$ cat src/sv/pl_win_pkg.sv
// ---------------------------------------------------------------------------
// pl_win_pkg
// Shared types, codes and constants of the locus neighborhood window block.
// ---------------------------------------------------------------------------
package pl_win_pkg;

    localparam int unsigned STORE_DEPTH_DEF = 64;

    localparam int unsigned REQ_W    = 2;
    localparam int unsigned CHROM_W  = 10;
    localparam int unsigned POS_W    = 32;
    localparam int unsigned STATUS_W = 3;
    localparam int unsigned NIDX_W   = 6;

    // request codes
    localparam logic [REQ_W-1:0] REQ_LOAD  = 2'd0;
    localparam logic [REQ_W-1:0] REQ_GET   = 2'd1;
    localparam logic [REQ_W-1:0] REQ_CLEAR = 2'd2;

    // status codes
    localparam logic [STATUS_W-1:0] ST_NEIGHBOUR = 3'd0;
    localparam logic [STATUS_W-1:0] ST_END       = 3'd1;
    localparam logic [STATUS_W-1:0] ST_LOADED    = 3'd2;
    localparam logic [STATUS_W-1:0] ST_FULL      = 3'd3;
    localparam logic [STATUS_W-1:0] ST_CLEARED   = 3'd4;

    typedef struct packed {
        logic [REQ_W-1:0]   req_type;
        logic [CHROM_W-1:0] chrom_index;
        logic [POS_W-1:0]   position;
    } t_req;

    typedef struct packed {
        logic [STATUS_W-1:0] status;
        logic [NIDX_W-1:0]   neighbour_index;
        logic [CHROM_W-1:0]  neighbour_chrom;
        logic [POS_W-1:0]    neighbour_pos;
        logic                is_centre;
        logic                last;
    } t_resp;

    typedef struct packed {
        logic [CHROM_W-1:0] chrom;
        logic [POS_W-1:0]   pos;
    } t_locus;

endpackage

$ cat src/sv/proximal_locus_window_top.sv
// ---------------------------------------------------------------------------
// proximal_locus_window_top
// Locus store with a neighborhood scan around a moving cursor.
// ---------------------------------------------------------------------------
// A load or clear request is taken while idle and its single result shows
// on the next cycle. A get reads the centre locus, then scans downward and
// upward one stored locus per cycle, then reads out the run one locus per
// cycle. The single read port of the locus memory sets that pace, and
// one subtract and compare unit checks each scanned locus. busy is high
// for the whole get. Results are pulsed on o_strobe for one cycle each
// and the receiver cannot stall them; the last result of a request carries
// last = 1. A get past the last stored locus answers end of loci; request
// code 3 is dropped with no result. max_gap may be written at any time the
// block is idle.
// ---------------------------------------------------------------------------
module proximal_locus_window_top #(
    parameter int unsigned STORE_DEPTH = pl_win_pkg::STORE_DEPTH_DEF
) (
    input  logic                          i_clk,
    input  logic                          i_rst_n,
    input  logic                          start,
    output logic                          busy,
    input  pl_win_pkg::t_req              i_req,
    output logic                          o_strobe,
    output pl_win_pkg::t_resp             o_result,
    input  logic                          i_cfg_valid,
    output logic                          o_cfg_ready,
    input  logic [pl_win_pkg::POS_W-1:0]  i_cfg_data
);

    localparam int unsigned IDX_W = (STORE_DEPTH > 1) ? $clog2(STORE_DEPTH) : 1;
    localparam int unsigned CNT_W = $clog2(STORE_DEPTH + 1);
    localparam int unsigned POS_W = pl_win_pkg::POS_W;

    typedef enum logic [4:0] {
        S_IDLE = 5'b00001,
        S_CTR  = 5'b00010,
        S_DOWN = 5'b00100,
        S_UP   = 5'b01000,
        S_EMIT = 5'b10000
    } t_state;

    pl_win_pkg::t_locus mem [STORE_DEPTH];
    pl_win_pkg::t_locus r_rd_data;
    logic [IDX_W-1:0]   rd_addr;
    logic               mem_we;

    t_state                        r_state, n_state;
    logic [CNT_W-1:0]              r_count, n_count;
    logic [CNT_W-1:0]              r_cursor, n_cursor;
    logic [IDX_W-1:0]              r_ptr, n_ptr;
    logic [IDX_W-1:0]              r_lo, n_lo;
    logic [IDX_W-1:0]              r_hi, n_hi;
    logic [pl_win_pkg::CHROM_W-1:0] r_cchr, n_cchr;
    logic [POS_W-1:0]              r_cpos, n_cpos;
    logic [POS_W-1:0]              r_max_gap;
    logic                          r_strobe, n_strobe;
    pl_win_pkg::t_resp             r_result, n_result;

    // shared distance unit
    logic [POS_W-1:0] op_far, op_near;
    logic [POS_W:0]   diff;
    logic [POS_W-1:0] gap;
    logic             near;

    logic             up_begin, emit_begin;
    logic [IDX_W-1:0] cidx;

    assign busy        = (r_state != S_IDLE);
    assign o_cfg_ready = 1'b1;
    assign o_strobe    = r_strobe;
    assign o_result    = r_result;
    assign cidx        = r_cursor[IDX_W-1:0];

    always_comb begin
        if (r_state == S_UP) begin
            op_far  = r_rd_data.pos;
            op_near = r_cpos;
        end else begin
            op_far  = r_cpos;
            op_near = r_rd_data.pos;
        end
        diff = {1'b0, op_far} - {1'b0, op_near};
        gap  = diff[POS_W-1:0] - POS_W'(1);
        // a gap below zero never qualifies
        near = (r_rd_data.chrom == r_cchr) && !diff[POS_W] &&
               (diff[POS_W-1:0] != '0) && (gap <= r_max_gap);
    end

    always_comb begin
        n_state    = r_state;
        n_count    = r_count;
        n_cursor   = r_cursor;
        n_ptr      = r_ptr;
        n_lo       = r_lo;
        n_hi       = r_hi;
        n_cchr     = r_cchr;
        n_cpos     = r_cpos;
        n_strobe   = 1'b0;
        n_result   = '0;
        mem_we     = 1'b0;
        rd_addr    = r_ptr;
        up_begin   = 1'b0;
        emit_begin = 1'b0;

        case (r_state)
            S_IDLE: begin
                if (start) begin
                    n_result.last = 1'b1;
                    case (i_req.req_type)
                        pl_win_pkg::REQ_LOAD: begin
                            n_strobe = 1'b1;
                            if (r_count == CNT_W'(STORE_DEPTH)) begin
                                n_result.status = pl_win_pkg::ST_FULL;
                            end else begin
                                mem_we          = 1'b1;
                                n_count         = r_count + CNT_W'(1);
                                n_result.status = pl_win_pkg::ST_LOADED;
                            end
                        end
                        pl_win_pkg::REQ_GET: begin
                            if (r_cursor >= r_count) begin
                                n_strobe        = 1'b1;
                                n_result.status = pl_win_pkg::ST_END;
                            end else begin
                                rd_addr = cidx;
                                n_ptr   = cidx;
                                n_state = S_CTR;
                            end
                        end
                        pl_win_pkg::REQ_CLEAR: begin
                            n_strobe        = 1'b1;
                            n_count         = '0;
                            n_cursor        = '0;
                            n_ptr           = '0;
                            n_result.status = pl_win_pkg::ST_CLEARED;
                        end
                        default: begin
                        end
                    endcase
                end
            end
            S_CTR: begin
                n_cchr = r_rd_data.chrom;
                n_cpos = r_rd_data.pos;
                if (r_ptr == '0) begin
                    n_lo     = '0;
                    up_begin = 1'b1;
                end else begin
                    rd_addr = r_ptr - IDX_W'(1);
                    n_state = S_DOWN;
                end
            end
            S_DOWN: begin
                if (near) begin
                    n_ptr = r_ptr - IDX_W'(1);
                    if (r_ptr == IDX_W'(1)) begin
                        n_lo     = '0;
                        up_begin = 1'b1;
                    end else begin
                        rd_addr = r_ptr - IDX_W'(2);
                    end
                end else begin
                    n_lo     = r_ptr;
                    up_begin = 1'b1;
                end
            end
            S_UP: begin
                if (near) begin
                    n_ptr = r_ptr + IDX_W'(1);
                    if (CNT_W'(r_ptr) + CNT_W'(2) >= r_count) begin
                        n_hi       = r_ptr + IDX_W'(1);
                        emit_begin = 1'b1;
                    end else begin
                        rd_addr = r_ptr + IDX_W'(2);
                    end
                end else begin
                    n_hi       = r_ptr;
                    emit_begin = 1'b1;
                end
            end
            S_EMIT: begin
                n_strobe                 = 1'b1;
                n_result.status          = pl_win_pkg::ST_NEIGHBOUR;
                n_result.neighbour_index = pl_win_pkg::NIDX_W'(r_ptr);
                n_result.neighbour_chrom = r_rd_data.chrom;
                n_result.neighbour_pos   = r_rd_data.pos;
                n_result.is_centre       = (CNT_W'(r_ptr) == r_cursor);
                n_result.last            = (r_ptr == r_hi);
                if (r_ptr == r_hi) begin
                    n_cursor = r_cursor + CNT_W'(1);
                    n_state  = S_IDLE;
                end else begin
                    rd_addr = r_ptr + IDX_W'(1);
                    n_ptr   = r_ptr + IDX_W'(1);
                end
            end
            default: begin
                n_state = S_IDLE;
            end
        endcase

        // upward scan restarts from the centre
        if (up_begin) begin
            n_ptr = cidx;
            if (CNT_W'(cidx) + CNT_W'(1) >= r_count) begin
                n_hi       = cidx;
                emit_begin = 1'b1;
            end else begin
                rd_addr = cidx + IDX_W'(1);
                n_state = S_UP;
            end
        end

        if (emit_begin) begin
            n_ptr   = n_lo;
            rd_addr = n_lo;
            n_state = S_EMIT;
        end
    end

    // locus memory: one write port, one registered read port
    always_ff @(posedge i_clk) begin
        if (mem_we) begin
            mem[r_count[IDX_W-1:0]] <= '{chrom: i_req.chrom_index, pos: i_req.position};
        end
        r_rd_data <= mem[rd_addr];
    end

    always_ff @(posedge i_clk) begin
        if (!i_rst_n) begin
            r_state   <= S_IDLE;
            r_count   <= '0;
            r_cursor  <= '0;
            r_ptr     <= '0;
            r_strobe  <= 1'b0;
            r_max_gap <= '0;
        end else begin
            r_state  <= n_state;
            r_count  <= n_count;
            r_cursor <= n_cursor;
            r_ptr    <= n_ptr;
            r_strobe <= n_strobe;
            if (i_cfg_valid && o_cfg_ready) begin
                r_max_gap <= i_cfg_data;
            end
        end
    end

    always_ff @(posedge i_clk) begin
        r_lo     <= n_lo;
        r_hi     <= n_hi;
        r_cchr   <= n_cchr;
        r_cpos   <= n_cpos;
        r_result <= n_result;
    end

endmodule

$ cat config.mk
export PLATFORM = sky130hd
export DESIGN_NAME = proximal_locus_window_top
export DESIGN_NICKNAME = d
export VERILOG_FILES = /design/src/sv/pl_win_pkg.sv /design/src/sv/proximal_locus_window_top.sv
export SDC_FILE = /design/constraint.sdc
export NUM_CORES = 2
export LEC_CHECK = 0
export ABC_CLOCK_PERIOD_IN_PS = 9450
export BUFFER_PORTS_ARGS = -buffer_cell sky130_fd_sc_hd__buf_2
export CELL_PAD_IN_SITES_DETAIL_PLACEMENT = 0
export CELL_PAD_IN_SITES_GLOBAL_PLACEMENT = 1
export CORE_MARGIN = 2
export CORE_UTILIZATION = 46
export CTS_CLUSTER_DIAMETER = 100
export DETAILED_ROUTE_END_ITERATION = 7
export GPL_ROUTABILITY_DRIVEN = 0
export PLACE_DENSITY = 0.84
export SLEW_MARGIN = 20
export SYNTH_ARGS = -nofsm -noshare
export SYNTH_HDL_FRONTEND = slang
export SYNTH_SLANG_ARGS = --single-unit
$ cat constraint.sdc
create_clock -name i_clk -period 9.45 [get_ports i_clk]
set_input_delay 0.4725 -clock i_clk [delete_from_list [all_inputs] [get_ports i_clk]]
set_output_delay 0.4725 -clock i_clk [all_outputs]
set_load 0.01 [all_outputs]
Word level (Yosys, flattened, before mapping) --
Memories as Yosys holds them, arrays and structs flattened. A register that Yosys moved wholly into a read port is not among the register bits. Index checks and enable logic that the tools add are counted.
Word-level totals: memories 1, register bits 165, bits of input ports 80, output and inout bits 56, word-level logic and storage cells 142, bits in writable memories 2688
Operators by class: equality and inequality tests 21, bitwise logic cells 1, multiplexer cells 70, reduce and logical (&&, ||, !) cells 17, order comparisons 4, $add $sub $neg 11
Memories:
- mem | words 64, bits a word 42, read ports 1, clocked after memory_dff 1, wr ports 1, RTL line proximal_locus_window_top.sv:43 | pl_win_pkg::t_locus mem [STORE_DEPTH];
Operators by type and width (count):
- 6-bit 2-to-1 mux | 25
- 32-bit 2-to-1 mux | 2
- 5-bit 2-to-1 mux | 8
- 32-bit by 32-bit subtractor with 33-bit output | 1
- 32-bit <= comparator | 1
- 32-bit nonzero test | 1
- 32-bit by 1-bit subtractor with 32-bit output, second input constant | 1
- 6-bit case mux with 5 select lines | 1
- 7-bit 2-to-1 mux | 4
- 7-bit case mux with 2 select lines | 2
- 6-bit case mux with 2 select lines | 2
- 6-bit case mux with 4 select lines | 1
- 7-bit >= comparator | 3
- 5-bit case mux with 4 select lines | 1
- 1-bit 2-to-1 mux | 19
- 7-bit by 1-bit adder with 7-bit output, second input constant | 2
- 6-bit by 1-bit adder with 6-bit output, second input constant | 2
- 4-bit inequality test, second input constant | 3
- 10-bit equality test | 1
- 3-bit case mux with 3 select lines | 1
- 1-bit case mux with 2 select lines | 4
- 4-bit AND reduction | 2
- 6-bit by 1-bit adder with 7-bit output, second input constant | 1
- 6-bit by 2-bit adder with 7-bit output, second input constant | 1
- other kinds (28) | 35

Longest topological paths before layout --
depth in word-level cells 13, gate-level depth with buffers 45, gate-level depth less buffers 34

Worst setup path before layout --
OpenSTA, ideal clock, no wires.
path type reg2reg, start point register r_state[3], end point register, netlist name r_rd_data[26], clock period less this slack 9.569 ns, stages on the path, launching flop included 44, path slack -0.119 ns, data required time 9.333 ns, data arrival time 9.452 ns, setup time 0.117 ns, cells stage by stage dfxtp_1 buf_2 nor2b_1 nand2_2 buf_2 buf_2 buf_4 buf_2 buf_1 buf_1 mux2_2 ha_1 a221o_1 and3_1 or3_1 a221oi_1 nand3_1 nor4_1 [8 not listed] a21o_1 a21o_1 a21oi_1 o21ai_0 or3_1 o31ai_1 or3b_2 a211oi_4 nand2b_1 o2bb2ai_1 and2_1 buf_4 buf_2 buf_1 mux4_2 a221oi_1 o21ai_1 o22a_1
Between the ends: word-level cells in the longest chain between the ends 12, elaborated cells between the ends (all ways) 29, classes of those cells 2 x add/sub; 1 x order compare; 5 x eq/ne; 16 x mux; 5 x reduce/logical
Ends and longest elaborated chain:
- from (decl) | RTL line proximal_locus_window_top.sv:48 | t_state r_state, n_state;
- from (signal assigned) | RTL line proximal_locus_window_top.sv:239 | r_state <= n_state;
- parallel branches: the longest is 11 deep, another holds 32-bit by 32-bit subtractor with 33-bit output
- 6-bit 2-to-1 mux (*) | RTL line proximal_locus_window_top.sv:215 | if (emit_begin) begin
Every way passes the cells marked *. A chain may end at the register's enable or synchronous reset.

Worst setup path after layout --
start point register r_state[1], end point register, netlist name r_rd_data[26]
Between the ends: word-level cells in the longest chain between the ends 12, elaborated cells between the ends (all ways) 29, classes of those cells 2 x add/sub; 1 x order compare; 5 x eq/ne; 16 x mux; 5 x reduce/logical
Ends and longest elaborated chain (RTL line):
- parallel branches: the longest is 11 deep, another holds 32-bit by 32-bit subtractor with 33-bit output
- 6-bit 2-to-1 mux (*) | proximal_locus_window_top.sv:215
Marked as above.

==> impl_metrics.toml <==
[global_routing]
grt_use_total_pct = 27.1
grt_pass1_vias = 72300
antenna_found_initial = 26
grt_first_pass_wirelength_um = 507000
grt_max_degree = 79
grt_remaining_overflow = 0

[synthesis]
synth_top_area_share_pct = 70.1
syn_avg_cell_area_um2 = 15.5
yosys.area.top_type = "edfxtp_1"
synth_area_leaders = "edfxtp_1, mux4_2, nand2_1"
yosysWarnings = 0
yosysUniqueCellTypes = 108
synthCells = 7549
synth_nets = 7693
mappedNetlistArea_mm2 = 0.117
yosysSeqAreaShare_pct = 73.0
synth_ff_type = "edfxtp_1"
synth_edf_count = 2730
ys_ff_latch = 2895
async_flop_share_pct = 0

[clock_network]
cts_tree = "done"
root_buffer = "clkbuf_16"
clk_latency_ns = 0.97
cts.sinks = 2895
cts_inserted_buffers = 307
cts.clk_slew.worst_paths_ns = 0.06
clockBufferDepth = 4
htreeDepth = 5

[final_layout]
nets = 8507
seq_area_mm2 = 0.0853
fin_cells = 12000
area_growth_pct = 17.9
drive_above_1_share_pct = 20.4
fillers = 19300
final_util_pct = 54.4
final_area_mm2 = 0.138
multiInputGateArea_mm2 = 0.0300

[pwr]
swShare_pct = 20.2
p_sw_uw = 5280
p_leak_uw = 0.0472
seqPwrFrac_pct = 53.9
combinationalPowerShare_pct = 2.3
clkPwrFrac_pct = 43.9
intPower_uw = 20900
powerDensity_mw_per_mm2 = 190
ir_worst_vdd_v = 0.000150

[route]
vias = 74600
drt_iter0_drc = 11900
routed.top_layer = "met5"
via_per_inst = 6.24
wl_per_cell_um = 29.8
drt-pass1-iter-count = 6
drt-met1-wl_um = 125000
met2_length_um = 160000
routed-wl-met3_um = 53100
ant_nets = 0
wirelength_um = 357000
drc = 0

[place]
place_inst = 11400
dpl_worst_slack_ns = -0.598
io_buffer_count = 134
place_area_mm2 = 0.128
dp_hpwl_um = 214000

[sta]
final_max_slew_viol_count = 0
slew_headroom_pct = 21.1
holdWs_ns = 0.0731
setup_viol = 0
setup_slack_ns = 0.189
fin_skew_ns = 0.0715
min_period_ns = 9.26
max_freq_ghz = 0.108
final_hold_viol_count = 0
rsz0062_at_grt = "yes"
min_period_over_period_pct = 98.0
worst_slew_pin_slew_ns = 1.18

[setup_path]
crit_required_ns = 10.32
cp-end-kind = "flip-flop"
cp.arrival_ns = 10.13
crit_type = "reg2reg"
cp_slowest_cell = "or4b_4"
worst_path_most_repeated_cell = "buf_4"
slowest_delay_ns = 0.55
crit_path_start_kind = "flip-flop"
cp_max_fo = 31
rr_worst_depth = 41

[floorplanning]
core_area_mm2 = 0.253
io-pin-count = 136
chipHeight_um = 508
rows = 185
die_w_um = 508
initial_core_util_pct = 46.1
die-area_mm2 = 0.258

[worst_hold_path]
hp-class = "in2reg"
hold_depth = 1

[outcome]
status = "completed"

[run]
cap_violations = 0
[cell usage after synthesis, drive strengths merged, types with 50 or more instances]
library cell,instances
o21ai,108
nand2,1169
maj3,56
mux4,245
a22oi,96
edfxtp,2730
nand4,75
dfxtp,165
nand2b,50
nor2b,78
o211ai,64
clkbuf,172
xor2,53
ha,64
a31oi,69
a21oi,321
o221ai,137
mux2i,358
nor4,85
xnor2,73
buf,260
nand3,325
a32oi,61
nor2,220
inv,107
[critical path: cells and delay by family (launching register included)]
family | cells | cell delay, ns
and+or+nand+nor | 14 | 3.00
xor gates and xnor gates | 2 | 0.35
muxes | 1 | 0.30
AOI/OAI and AO/OA | 14 | 3.08
DFF | 1 | 0.33
adders and majority gates | 2 | 0.48
buffers and inverters | 8 | 1.60
[cells in the final DEF, fill, tap and decap left out, types with 77 or more instances in the layout]
master	netlist	final
edfxtp_1	2730	2730
nand2_1	1168	1163
buf_4	48	669
mux2i_1	358	357
nand3_1	325	324
a21oi_1	319	319
clkbuf_16	0	315
mux4_2	245	245
dfxtp_1	165	162
nor2_1	212	141
o221ai_1	135	135
buf_12	0	123
inv_1	107	107
buf_2	168	103
a22oi_1	96	95
o21ai_0	80	79
nor2b_1	78	77
[power groups by stage]
stage	logic (µW)	registers [µW]	clock network, µW
after floorplan	206	14300	0
after global placement	535	14400	0
after detailed placement	554	14400	0
after CTS	569	14100	11500
after global routing	633	14100	12000
final	593	14100	11500
[path summary, 6_finish.rpt]
path | to | startpoint | slack [ns]
min | mem[12][3] | i_req[3] | 0.07
min reg2reg | r_lo[1] | r_lo[1] | 0.45
max | r_rd_data[26] | r_state[1] | 0.19
max reg2reg | r_rd_data[26] | r_state[1] | 0.19
[flip-flops by register name, summed over array words and instances (netlist names), 7 cells and up]
register,flops
mem,2688
r_cursor,7
o_result,53
r_cpos,32
r_max_gap,32
r_rd_data,42
r_cchr,10
r_count,7
[cell families after synthesis]
kind of cell | count (synthesis) | share of synthesized area [%]
flip-flops | 2895 | 73.0
AND/OR/NAND/NOR | 2142 | 8.21
AO/OA/AOI/OAI | 1115 | 6.71
multiplexers | 609 | 7.85
buffers and inverters | 541 | 2.15
XOR/XNOR | 126 | 0.944
adder cells (fa/ha/maj) | 120 | 1.16
other | 1 | 0.00321
[cell type report]
type                    instances  share of cell area, %
clock buffers                 395                   6.05
repair buffers                936                   6.14
clock inverters               135                  0.794
multi-input cells            4114                   21.8
inverters                     109                  0.297
flip-flops and latches       2895                   61.9
diodes                          6                 0.0109
well taps                    3366                   3.06
[through the flow]
stage          setup TNS [ns]  power, µW
2_1_floorplan               0      14500
3_3_place_gp           -0.894      14900
3_5_place_dp            -1.30      14900
4_1_cts                     0      26200
5_1_grt                -0.586      26700
6_report                    0      26100
[routing by layer]
metal | vias to the layer above | GRT usage [%]
li1 | 31000 | -
met2 | 5504 | 41.3
met1 | 37100 | 35.7
met4 | 16 | 12.7
met5 | - | 0
met3 | 969 | 8.27
[repair_timing]
item / CTS / global route
buffers inserted: 3 / 13
cloned: 1 / 0
hold endpoints to repair: 39 / 0
pin swaps: 2 / 21
resized for setup: 11 / 41
setup endpoints to repair: 13 / 42
hold buffers: 35 / 0
(Power assumes the default switching activity.)
